File: src/rtl/core/lcdnib_pkg.sv
// Package with the shared types, codes and write tables of the LCD nibble sequencer.
package lcdnib_pkg;

  typedef enum logic [2:0] {
    CMD_INIT   = 3'd0,
    CMD_CLEAR  = 3'd1,
    CMD_CURSOR = 3'd2,
    CMD_CHAR   = 3'd3,
    CMD_RAW    = 3'd4
  } cmd_t;

  typedef enum logic [0:0] {
    CFG_CMD_PULSE  = 1'b0,
    CFG_DATA_PULSE = 1'b1
  } cfg_reg_t;

  localparam int unsigned IdxW   = 4;
  localparam int unsigned InitN  = 11;
  localparam logic [7:0]  CmdPulseRst  = 8'd2;
  localparam logic [7:0]  DataPulseRst = 8'd5;
  localparam logic [9:0]  SettleWait   = 10'd1010;
  localparam logic [7:0]  Row1Base     = 8'h80;
  localparam logic [7:0]  Row2Base     = 8'hC0;

  typedef struct packed {
    logic [3:0] raw_nibble;
    logic [7:0] char_code;
    logic [5:0] col;
    logic [1:0] row;
    logic [2:0] command;
  } item_t;

  typedef struct packed {
    logic [9:0] wait_ms;
    logic [7:0] pulse_ms;
    logic       enable_pulse;
    logic [3:0] data_nibble;
    logic       reg_select;
  } write_t;

  function automatic logic [3:0] init_nib(input logic [IdxW-1:0] idx);
    logic [3:0] nib;
    unique case (idx)
      4'd1, 4'd2, 4'd3: nib = 4'h3;
      4'd4, 4'd5:       nib = 4'h2;
      4'd6:             nib = 4'h8;
      4'd8:             nib = 4'hC;
      4'd10:            nib = 4'h6;
      default:          nib = 4'h0;
    endcase
    return nib;
  endfunction

  function automatic logic [9:0] init_wait(input logic [IdxW-1:0] idx);
    logic [9:0] w;
    unique case (idx)
      4'd0:    w = SettleWait;
      4'd1:    w = 10'd5;
      4'd2:    w = 10'd11;
      default: w = 10'd0;
    endcase
    return w;
  endfunction

  function automatic logic [IdxW-1:0] write_count(input item_t it);
    logic [IdxW-1:0] n;
    unique case (it.command)
      CMD_INIT:   n = IdxW'(InitN);
      CMD_CLEAR:  n = 4'd2;
      CMD_CURSOR: n = (it.row == 2'd1 || it.row == 2'd2) ? 4'd2 : 4'd0;
      CMD_CHAR:   n = 4'd2;
      CMD_RAW:    n = 4'd1;
      default:    n = 4'd0;
    endcase
    return n;
  endfunction

endpackage

File: src/rtl/core/char_lcd_nibble_sequencer_core.sv
// Top level of the LCD nibble sequencer: request register, write generator, result register.
// A request's first write is loaded into the result register after the request register takes it.
// Throughput: one write per cycle unless m_axis_tready stalls the result; a request holds the request
// register until its last write is loaded (init has eleven writes; clear, character and a row 1 or 2
// cursor two; raw one; others none). The next request enters as the last write leaves.
// Reset: rst_n clears both valid flags and loads the pulse widths 2 ms and 5 ms.
module char_lcd_nibble_sequencer_core
  import lcdnib_pkg::*;
(
  input  logic        clk,
  input  logic        rst_n,
  input  logic        s_axis_tvalid,
  output logic        s_axis_tready,
  // command[2:0], row[4:3], col[10:5], char_code[18:11], raw_nibble[22:19], zero [23]
  input  logic [23:0] s_axis_tdata,
  output logic        m_axis_tvalid,
  input  logic        m_axis_tready,
  // reg_select[0], data_nibble[4:1], enable_pulse[5], pulse_ms[13:6], wait_ms[23:14]
  output logic [23:0] m_axis_tdata,
  output logic        m_axis_tlast,
  input  logic        cfg_valid,
  output logic        cfg_ready,
  input  logic [1:0]  cfg_index,
  input  logic [7:0]  cfg_data
);

  logic            hold_v_r, hold_v_nxt;
  item_t           item_r;
  logic [IdxW-1:0] idx_r, idx_nxt;
  logic [7:0]      cmd_pulse_r, data_pulse_r;
  logic            out_v_r, out_v_nxt;
  write_t          out_r;
  logic            out_last_r;

  logic [IdxW-1:0] count;
  logic            is_last, out_load, hold_done, in_accept;
  logic [7:0]      addr;
  write_t          wr;

  assign count    = write_count(item_r);
  assign is_last  = (idx_r == count - 4'd1);
  assign out_load = hold_v_r && (count != '0) && (!out_v_r || m_axis_tready);
  assign hold_done = hold_v_r && ((count == '0) || (out_load && is_last));
  assign s_axis_tready = !hold_v_r || hold_done;
  assign in_accept = s_axis_tvalid && s_axis_tready;
  assign cfg_ready = 1'b1;

  assign addr = ((item_r.row == 2'd1) ? Row1Base : Row2Base) + {2'b00, item_r.col} + 8'hFF;

  always_comb begin
    wr.reg_select   = 1'b0;
    wr.data_nibble  = 4'h0;
    wr.enable_pulse = 1'b1;
    wr.pulse_ms     = cmd_pulse_r;
    wr.wait_ms      = 10'd0;
    unique case (item_r.command)
      CMD_INIT: begin
        wr.data_nibble = init_nib(idx_r);
        wr.wait_ms     = init_wait(idx_r);
        if (idx_r == '0) begin
          wr.enable_pulse = 1'b0;
          wr.pulse_ms     = 8'd0;
        end
      end
      CMD_CLEAR:  wr.data_nibble = {3'b000, idx_r[0]};
      CMD_CURSOR: wr.data_nibble = idx_r[0] ? addr[3:0] : addr[7:4];
      CMD_CHAR: begin
        wr.reg_select  = 1'b1;
        wr.pulse_ms    = data_pulse_r;
        wr.data_nibble = idx_r[0] ? item_r.char_code[3:0] : item_r.char_code[7:4];
      end
      CMD_RAW:    wr.data_nibble = item_r.raw_nibble;
      default:    wr.data_nibble = 4'h0;
    endcase
  end

  always_comb begin
    hold_v_nxt = hold_v_r;
    idx_nxt    = idx_r;
    if (out_load) begin
      idx_nxt = idx_r + 4'd1;
    end
    if (hold_done) begin
      hold_v_nxt = 1'b0;
    end
    if (in_accept) begin
      hold_v_nxt = 1'b1;
      idx_nxt    = '0;
    end
    out_v_nxt = out_load || (out_v_r && !m_axis_tready);
  end

  always_ff @(posedge clk) begin
    if (!rst_n) begin
      hold_v_r     <= 1'b0;
      idx_r        <= '0;
      out_v_r      <= 1'b0;
      cmd_pulse_r  <= CmdPulseRst;
      data_pulse_r <= DataPulseRst;
    end else begin
      hold_v_r <= hold_v_nxt;
      idx_r    <= idx_nxt;
      out_v_r  <= out_v_nxt;
      if (cfg_valid && cfg_index[1] == 1'b0) begin
        if (cfg_index[0] == CFG_CMD_PULSE) begin
          cmd_pulse_r <= cfg_data;
        end else begin
          data_pulse_r <= cfg_data;
        end
      end
    end
  end

  always_ff @(posedge clk) begin
    if (in_accept) begin
      item_r <= item_t'(s_axis_tdata[22:0]);
    end
    if (out_load) begin
      out_r      <= wr;
      out_last_r <= is_last;
    end
  end

  assign m_axis_tvalid = out_v_r;
  assign m_axis_tdata  = out_r;
  assign m_axis_tlast  = out_last_r;

endmodule

File: config.mk
export PLATFORM = sky130hd
export DESIGN_NAME = char_lcd_nibble_sequencer_core
export DESIGN_NICKNAME = d
export VERILOG_FILES = /design/src/rtl/core/lcdnib_pkg.sv /design/src/rtl/core/char_lcd_nibble_sequencer_core.sv
export SDC_FILE = /design/constraint.sdc
export NUM_CORES = 1
export LEC_CHECK = 0
export ABC_AREA = 1
export BUFFER_PORTS_ARGS = -buffer_cell sky130_fd_sc_hd__buf_2
export CORE_MARGIN = 2
export CORE_UTILIZATION = 48
export CTS_CLUSTER_DIAMETER = 120
export DETAILED_ROUTE_END_ITERATION = 10
export GPL_ROUTABILITY_DRIVEN = 1
export PLACE_DENSITY = 0.78
export SYNTH_ARGS = -nofsm -noshare
export SYNTH_HDL_FRONTEND = slang
export SYNTH_SLANG_ARGS = --single-unit
export TNS_END_PERCENT = 5
File: constraint.sdc
create_clock -name clk -period 2.61 [get_ports clk]
set_input_delay 0.1305 -clock clk [delete_from_list [all_inputs] [get_ports clk]]
set_output_delay 0.1305 -clock clk [all_outputs]
set_load 0.05 [all_outputs]
* Word-level counts from Yosys, hierarchy flattened
Memory sizes are Yosys's and may differ from the RTL's. A register that Yosys moved wholly into a read port is not among the register bits.
Cells that the tools add are included.
** Word-level totals
- Memories :: 1
- Logic and storage cells :: 71
- ROM bits :: 64
- Bits in registers :: 70
** Memories
- (no name shown) :: depth 16, bits a word 4, rd ports 1, clocked after memory_dff 1, write ports 0, line lcdnib_pkg.sv:43 : unique case (idx)
** Cells by class
- Reduce and logical (&&, ||, !) cells :: 24
- $add $sub $neg :: 4
- Mux-type cells :: 14
- Bitwise gates (word level) :: 3
- Eq/ne operators :: 9
** Operators with widths (number)
- $pmux W10 S3 :: 1
- $pmux W4 S5 :: 1
- $mux W4 :: 4
- $pmux W4 S4 :: 1
- $pmux W8 S2 :: 1
- $mux W9 :: 1
- $add A8 B6 Y8 :: 1
- $add A8 B8 Y8 const B :: 1
- $logic_not A4 Y1 :: 2
- $logic_and A1 B1 Y1 :: 7
- $mux W7 :: 1
- $eq A3 B2 Y1 const B :: 2
- $logic_or A1 B1 Y1 :: 5
- $add A4 B1 Y4 const B :: 1
- $eq A4 B1 Y1 const B :: 1
- $eq A4 B2 Y1 const B :: 1
- $eq A4 B4 Y1 :: 1
- $reduce_and A2 Y1 :: 2
- $reduce_bool A4 Y1 :: 1
- $reduce_or A2 Y1 :: 2
- $sub A4 B1 Y4 const B :: 1
- $eq A3 B1 Y1 const B :: 1
- $eq A3 B3 Y1 const B :: 1
- $logic_not A1 Y1 :: 3
- other kinds (7) :: 11

* Logic depth before layout (Yosys ltp)
Gate-level depths: netlist of the first run.
- Depth after elaboration :: 14
- Mapped depth :: 18
- Gate-level depth less buffers :: 18

* Worst setup path after synthesis of the first run
No wires, ideal clock.
- Kind :: reg2reg
- Start :: register item_r[3] (netlist bit)
- End :: register item_r[0] (netlist bit) (enable)
- Required time :: 2232 ps
- Data arrival time :: 2410 ps
- Setup time :: 378 ps
- Path slack :: -177 ps
- Buffers on the path :: 0
- Clock period less this slack :: 2787 ps
- Stages on the path, launching flop included :: 14
- Cells stage by stage :: edfxtp_1 ha_1 nand3_1 nand2_1 ha_1 ha_1 inv_1 nand2_1 nand2_1 nor2_2 nand4_1 nand2_2 nand2_4 inv_1
** On the way
- Word-level cells in the longest chain between the ends :: 12
** RTL lines
- from (decl) :: line char_lcd_nibble_sequencer_core.sv:28 : item_t item_r;
- from (signal assigned) :: line char_lcd_nibble_sequencer_core.sv:116 : item_r <= item_t'(s_axis_tdata[22:0]);
- $eq A2 B1 Y1 or $eq A2 B2 Y1 (tied branches) :: line lcdnib_pkg.sv:70 : CMD_CURSOR: n = (it.row == 2'd1 || it.row == 2'd2) ? 4'd2 : 4'd0;
- $logic_or A1 B1 Y1 (*) :: line lcdnib_pkg.sv:70
- $mux W2 (*) :: line lcdnib_pkg.sv:70
- $pmux W4 S4 (*) :: line lcdnib_pkg.sv:67 : unique case (it.command)
- branches (longest 4 deep; another with $sub A4 B1 Y4)
- $logic_or A1 B1 Y1 (*) :: line char_lcd_nibble_sequencer_core.sv:43 : assign hold_done = hold_v_r && ((count == '0) || (out_load && is_last));
- $logic_and A1 B1 Y1 (*) :: line char_lcd_nibble_sequencer_core.sv:43
- $logic_or A1 B1 Y1 (*) :: line char_lcd_nibble_sequencer_core.sv:44 : assign s_axis_tready = !hold_v_r || hold_done;
- named net s_axis_tready :: line char_lcd_nibble_sequencer_core.sv:13 : output logic s_axis_tready,
- $logic_and A1 B1 Y1 (*) :: line char_lcd_nibble_sequencer_core.sv:45 : assign in_accept = s_axis_tvalid && s_axis_tready;
Mark *: on every way through the listed nets, which the timed path passes.
A chain may end at the register's enable or synchronous reset.

* Worst setup path in the final report of the first run
- Start :: register item_r[1] (netlist bit)
- End :: register item_r[6] (netlist bit) (enable)
** On the way
- Word-level cells in the longest chain between the ends :: 11
** RTL lines (line)
- $eq A3 B2 Y1 or $eq A3 B1 Y1 (tied branches) :: lcdnib_pkg.sv:67
- $reduce_or A2 Y1 (no source line)
- $pmux W4 S4 (*) :: lcdnib_pkg.sv:67
- branches (longest 4 deep; another with $sub A4 B1 Y4)
- $logic_or A1 B1 Y1 (*) :: char_lcd_nibble_sequencer_core.sv:43
- $logic_and A1 B1 Y1 (*) :: char_lcd_nibble_sequencer_core.sv:43
- $logic_or A1 B1 Y1 (*) :: char_lcd_nibble_sequencer_core.sv:44
- $logic_and A1 B1 Y1 (*) :: char_lcd_nibble_sequencer_core.sv:45
Every way passes the cells marked *.

==> out/summary.txt, run 1 <==
=================================================================================================
Worst setup path startpoint                                                             item_r[1]
Fin util                                                                                    0.661
Mean post-synth cell area                                                                10.2 µm²
Final setup violation count                                                                     0
Placer Congestion                                                                           0.781
Clock Tree Root                                                                      sky130_fd_sc_hd__clkbuf_8
Tmin final                                                                                2.49 ns
Clock buffer count from CTS                                                                     9
Syn nets                                                                                      342
PortBufs                                                                                       64
Hold path startpoint                                                                  cfg_data[2]
Fraction of the cycle the final worst path needs                                            0.954
Largest delay contributor family on the critical path                                simple AND/OR/NAND/NOR gates
Crit path largest cell delay                                                              0.45 ns
Wire length on met1                                                                       2.57 mm
Global route overflow                                                                           0
DRC violation count after routing                                                               0
Synthesized area                                                                      0.00300 mm²
Starting utilization of the core area                                                       0.501
Critical Path, Cell by Cell                                                          inv_2, nand2_4, nor2_4, inv_1, ha_4, inv_1, nand2_1, nand2_1, nor2_2, nand4_1, nand2_2, nand2_4, clkinvlp_4, clkbuf_16
Worst min path class                                                                 input port to flop
Worst Path Required                                                                       2.68 ns
Vias                                                                                         2356
Critical Path Source Type                                                                    flop
Met2 wire len                                                                             3.16 mm
Wire length of the first global-routing pass                                              10.0 mm
Share of the synthesized area in the top cell type                                          0.430
Max layer used                                                                               met4
Router iterations before antenna repair                                                         5
Areal power density over the cells                                                     681 mW/mm²
EDFF count, synth                                                                              43
Share of cells above drive strength 1                                                       0.299
Antenna violations before repair                                                                0
Number of buffers on the longest clock path                                                     2
Most used flip-flop cell after synthesis                                             sky130_fd_sc_hd__edfxtp_1
Cell Rows                                                                                      28
H-Tree Depth                                                                                    3
Signal arrival time at the worst endpoint                                                 2.56 ns
Total inserted antenna cells                                                                    0
Cell area after placement                                                             0.00338 mm²
Buffers plus inverters on the worst setup path                                                  5
Hold Worst Slack                                                                        0.0122 ns
Maximum fanout along the worst path                                                             6
Largest cells by area after synthesis                                                sky130_fd_sc_hd__edfxtp_1 (43%), sky130_fd_sc_hd__dfxtp_1 (17%), sky130_fd_sc_hd__nand2_1 (6.4%), sky130_fd_sc_hd__inv_1 (4.7%), sky130_fd_sc_hd__o21ai_0 (3.5%)
Final antenna-violating net count                                                               0
Outcome                                                                              finished clean
Normalized max-slew margin                                                                  0.607
Critical path's slowest cell                                                         sky130_fd_sc_hd__edfxtp_1
Core Footprint                                                                        0.00599 mm²
Number of distinct library cell variants in the gate-level netlist after synthesis             36
Width of the die                                                                          83.1 µm
First-iteration detailed-routing DRC count                                                    145
Number of hold-slack violations in the final timing report                                      0
WL per Instance                                                                           13.4 µm
Part of the Yosys area used for sequential elements                                         0.603
Leak                                                                                   0.00168 µW
Die footprint                                                                         0.00691 mm²
Maximum Capacitance Violations                                                                  0
Largest area contributor in the synthesized netlist                                  sky130_fd_sc_hd__edfxtp_1
Critical setup path kind                                                             flop to flop
IO Pins                                                                                        67
Seq cells post-synth                                                                           69
Design Power                                                                              2700 µW
Chip Height                                                                               83.1 µm
GR Util All Layers                                                                          0.187
Worst vdd ir                                                                             0.511 mV
Total negative slack for setup checks                                                        0 ns
Final wirelength                                                                          6.29 mm
CP endpoint kind                                                                             flop
Mean number of vias per cell                                                                 5.02
Final slew viol count                                                                           0
Reg2Reg Launch Point                                                                    item_r[1]
Transition at the pin with the smallest max-transition slack                             0.587 ns
Area added between synthesis and finish                                                     31.9%
Half-perimeter wire length after placement                                                3.83 mm
Filler cells                                                                                  446
Max Clk Rate                                                                              401 MHz
Cell area after layout                                                                0.00396 mm²
Number of clock sinks seen by CTS                                                              69
Via count of the first global-routing pass                                                   2226
Clock latency reported for the late side of the worst-skew pair                           0.35 ns
Maximum clock skew at final layout                                                     0.00892 ns
Met3 routed wirelength                                                                     361 µm
Yosys Warn Count                                                                                0
CTS tree                                                                                    built
Async SR Flop Fraction                                                                          0
Final layout net count                                                                        436
Maximum number of pins on one net before global-route repair                                   24
Synthesized instance count                                                                    295
Register clock-pin slew on the reported worst setup and hold paths                        0.07 ns
=================================================================================================
## tightest hold or removal path, cell delays in order
cell and delay (ns):
sky130_fd_sc_hd__buf_2 0.09, sky130_fd_sc_hd__nand2_1 0.05, sky130_fd_sc_hd__nand3_1 0.05
## metrics by stage
step	setup WS, ns	cells
after floorplan	0.0459	295
after global placement	0.197	425
after detailed placement	0.126	425
after CTS	0.00121	464
after global routing	-0.00513	469
final	0.119	469
## Yosys cell counts (all sizes together) (3+ instances only)
master,instances
o21ai,21
nand3,15
edfxtp,43
ha,8
o22ai,5
nand4,3
nor2,16
clkbuf,3
nor3,7
buf,9
inv,46
o211ai,3
xor2,4
a21oi,18
nand2,57
dfxtp,26
## where the power goes
part	leakage [µW]	internal [µW]	switching, µW	total (µW)
Combinational	0.000942	145	258	402
Clock	0.000116	635	408	1040
Sequential	0.000620	1230	23.0	1250
## per-layer routing
metal / global-route usage / up-vias
met4: 0.0820 / 0
met1: 0.222 / 1071
met5: 0 / -
li1: - / 1168
met3: 0.0596 / 21
met2: 0.309 / 96
## worst paths after layout
| check | to | slack, ns | depth (start not counted) |
|---|---|---|---|
| hold / removal | data_pulse_r[2] | 0.01 | 3 |
| hold reg to reg | cmd_pulse_r[2] | 0.45 | 2 |
| setup reg to reg | item_r[6] | 0.12 | 14 |
| setup / recovery | item_r[6] | 0.12 | 14 |
## layout by cell type (no fill, tap or decap), types with 9 or more instances in the layout
master                           n
sky130_fd_sc_hd__inv_2           9
sky130_fd_sc_hd__a21oi_1        18
sky130_fd_sc_hd__inv_1          36
sky130_fd_sc_hd__nand2_1        50
sky130_fd_sc_hd__edfxtp_1       43
sky130_fd_sc_hd__buf_2          63
sky130_fd_sc_hd__nand3_1        11
sky130_fd_sc_hd__o21ai_0        21
sky130_fd_sc_hd__dfxtp_1        26
sky130_fd_sc_hd__clkbuf_8        9
sky130_fd_sc_hd__nor2_1         11
sky130_fd_sc_hd__dlygate4sd3_1  23
## area by class of cell
type	instances	area [µm²]	area share
Clock buffer	10	128	0.0322
Multi-Input combinational cell	168	973	0.246
Clock inverter	6	111	0.0281
Tap cell	75	93.8	0.0237
Sequential cell	69	1810	0.457
Inverter	46	176	0.0445
Timing Repair Buffer	95	668	0.169
## flip-flops by register name, summed over array words and instances, names as in the netlist, named ones only
register and cells:
hold_v_r 1, data_pulse_r 8, m_axis_tlast 1, m_axis_tdata 19, idx_r 4, cmd_pulse_r 8
m_axis_tvalid 1, item_r 23
## cells by family (layout without fill, tap and decap cells)
kind of cell / Yosys count / in the layout / synth area share
and+or+nand+nor: 101 / 101 / 0.165
AOI/OAI and AO/OA: 52 / 52 / 0.0958
buffers and inverters: 58 / 157 / 0.0837
muxes: 1 / 1 / 0.00333
adders and majority gates: 8 / 8 / 0.0333
DFF: 69 / 69 / 0.603
xor gates and xnor gates: 5 / 5 / 0.0146
other: 1 / 1 / 0.00125
## timing repair
action / in CTS / in global routing
hold endpoints to repair: 23 / 0
resized for setup: 0 / 9
setup endpoints to repair: 0 / 24
hold buffers: 23 / 0
setup buffers: 0 / 2
Note: power is estimated with default switching activity, not from simulation.
==> run 2: changes to the inputs <==
--- a/config.mk
+++ b/config.mk
@@ -12,7 +12,7 @@
 export CTS_CLUSTER_DIAMETER = 120
 export DETAILED_ROUTE_END_ITERATION = 10
 export GPL_ROUTABILITY_DRIVEN = 1
-export PLACE_DENSITY = 0.78
+export PLACE_DENSITY_LB_ADDON = 0.08
 export SYNTH_ARGS = -nofsm -noshare
 export SYNTH_HDL_FRONTEND = slang
 export SYNTH_SLANG_ARGS = --single-unit
==> run 2 against run 1 <==
Effect of this change: via count shrank 0.98%; first-iteration DRC count shrank 16%; core utilization is 0.86 points lower; combinational power barely moved; sequential power barely moved; final area shrank 1.3%; die area did not move; critical path depth unchanged; worst setup slack gained 0.041 ns; fmax is 1.7% higher; sequential share of layout area up 0.60 points; critical endpoint is now item_r[17].
==> out/summary.txt, run 2 (synthesized netlist as in run 1, its figures left out) <==
=================================================================================
Cell Rows                                                                      28
Met2 wire len                                                             3.10 mm
Width of the die                                                          83.1 µm
Worst min path class                                                 input port to flop
Final antenna-violating net count                                               0
Most used cells in the layout excluding fill and tap cells           sky130_fd_sc_hd__buf_2 (63), sky130_fd_sc_hd__nand2_1 (51), sky130_fd_sc_hd__edfxtp_1 (43), sky130_fd_sc_hd__inv_1 (37), sky130_fd_sc_hd__dfxtp_1 (26)
Clock latency reported for the late side of the worst-skew pair           0.34 ns
Maximum clock skew at final layout                                     0.00527 ns
Critical Path Source Type                                                    flop
Reg2Reg Depth                                                                  14
Mean number of vias per cell                                                 4.94
First-iteration detailed-routing DRC count                                    122
Proportion of total power due to net switching                              0.270
Final layout net count                                                        439
Register with the most flip-flops                                          item_r
Signal arrival time at the worst endpoint                                 2.51 ns
Worst hold path cell count                                                      3
Total negative slack for setup checks                                        0 ns
Starting utilization of the core area                                       0.501
Area added between synthesis and finish                                     30.2%
Clock group share of total power                                            0.333
Internal power                                                            1810 µW
Number of clock sinks seen by CTS                                              69
Share of power burned in combinational logic                                0.161
Final cell count without fillers                                              472
Share of power burned in registers                                          0.506
Maximum number of pins on one net before global-route repair                   24
Outcome                                                              finished clean
Via count of the first global-routing pass                                   2241
Worst vdd ir                                                             0.442 mV
Maximum fanout along the worst path                                             6
CP endpoint kind                                                             flop
Antenna violations before repair                                                0
Area of the multi-input gates                                             956 µm²
Number of hold-slack violations in the final timing report                      0
Total inserted antenna cells                                                    0
Chip Height                                                               83.1 µm
Wire length of the first global-routing pass                              10.3 mm
Placer Congestion                                                           0.820
GR Util All Layers                                                          0.190
Global route overflow                                                           0
Max Clk Rate                                                              408 MHz
Router iterations before antenna repair                                         5
Final wirelength                                                          6.38 mm
IO Pins                                                                        67
Met3 routed wirelength                                                     301 µm
Half-perimeter wire length after placement                                3.96 mm
Most common library cell in the layout ignoring fill and taps        sky130_fd_sc_hd__buf_2
Filler cells                                                                  503
DRC violation count after routing                                               0
Critical setup path kind                                             flop to flop
Worst Path Required                                                       2.67 ns
Cell Count Post-Placement                                                     426
Number of buffers on the longest clock path                                     2
WL per Instance                                                           13.5 µm
Final slew viol count                                                           0
Wire length on met1                                                       2.83 mm
Footprint of the flip-flops and latches                               0.00181 mm²
Worst Setup Slack post-DPL                                               0.166 ns
H-Tree Depth                                                                    3
Tmin final                                                                2.45 ns
Flip-flop count of the largest register after layout                           23
Clock Tree Root                                                      sky130_fd_sc_hd__clkbuf_8
Setup repair after global routing missed its margin                         false
PortBufs                                                                       64
CTS tree                                                                    built
Die footprint                                                         0.00691 mm²
Net switching component of the power                                       669 µW
Minimum setup slack in the final design                                  0.160 ns
Final setup violation count                                                     0
Vias                                                                         2333
Fraction of the cycle the final worst path needs                            0.939
Max layer used                                                               met4
Register clock-pin slew on the reported worst setup and hold paths        0.07 ns
Leak                                                                   0.00167 µW
Clock buffer count from CTS                                                     9
Core Footprint                                                        0.00599 mm²
Share of cells above drive strength 1                                       0.290
Areal power density over the cells                                     633 mW/mm²
Maximum Capacitance Violations                                                  0
=================================================================================
## run 2: cell count changes in the layout (fill, tap and decap cells not counted), moves of 2 or more
cell	previous run	this run
sky130_fd_sc_hd__clkinv_2	1	4
sky130_fd_sc_hd__buf_4	4	6
sky130_fd_sc_hd__bufinv_16	3	1
sky130_fd_sc_hd__dlygate4sd3_1	23	25
## run 2: worst paths after layout
check	from	end	slack [ns]
setup / recovery	item_r[3]	item_r[17]	0.16
hold / removal	cfg_data[1]	cmd_pulse_r[1]	0.02
setup reg to reg	item_r[3]	item_r[17]	0.16
hold reg to reg	data_pulse_r[4]	data_pulse_r[4]	0.45
## run 2: area by class of cell
class | count | area share
repair buffers | 98 | 0.177
inverters | 46 | 0.0451
flip-flops and latches | 69 | 0.463
clock buffers | 10 | 0.0326
multi-input cells | 168 | 0.244
clock inverters | 6 | 0.0138
well taps | 75 | 0.0240
## run 2: power by group through the flow
stage          Clock [µW]  Sequential (µW)  Combinational (µW)
6_report              824             1250                 399
5_1_grt               894             1260                 433
4_1_cts               839             1250                 371
3_5_place_dp            0             1280                 340
3_3_place_gp            0             1280                 337
2_1_floorplan           0             1340                 181
## run 2: through the flow
step	hold WS, ns	utilization	instance area (µm²)	total power, µW
2_1_floorplan	0.229	-	3010	1530
3_3_place_gp	0.308	0.565	3390	1610
3_5_place_dp	0.309	0.565	3390	1620
4_1_cts	0.00771	0.637	3820	2460
5_1_grt	0.0405	0.653	3910	2590
6_report	0.0161	0.653	3910	2480
## run 2: metal layers
layer,up-vias,GRT usage
li1,1177,-
met1,1081,0.242
met2,61,0.311
met3,14,0.0358
met4,0,0.0909
met5,-,0
## run 2: critical path, cell delays in order (launching register included)
cell	delay (ns)
sky130_fd_sc_hd__edfxtp_1	0.37
sky130_fd_sc_hd__ha_1	0.28
sky130_fd_sc_hd__nand3_1	0.09
sky130_fd_sc_hd__nand2_1	0.06
sky130_fd_sc_hd__ha_2	0.20
sky130_fd_sc_hd__ha_4	0.27
sky130_fd_sc_hd__inv_1	0.03
sky130_fd_sc_hd__nand2_1	0.05
sky130_fd_sc_hd__nand2_1	0.05
sky130_fd_sc_hd__nor2_2	0.10
sky130_fd_sc_hd__nand4_1	0.11
sky130_fd_sc_hd__nand2_2	0.13
sky130_fd_sc_hd__nand2_4	0.08
sky130_fd_sc_hd__clkinvlp_4	0.16
sky130_fd_sc_hd__clkbuf_16	0.18
## run 2: what timing repair did
item,in CTS,in global routing
buffers inserted,0,2
hold endpoints to repair,25,0
gates resized for setup,0,4
hold buffers,25,0
endpoints found under the setup margin,0,24
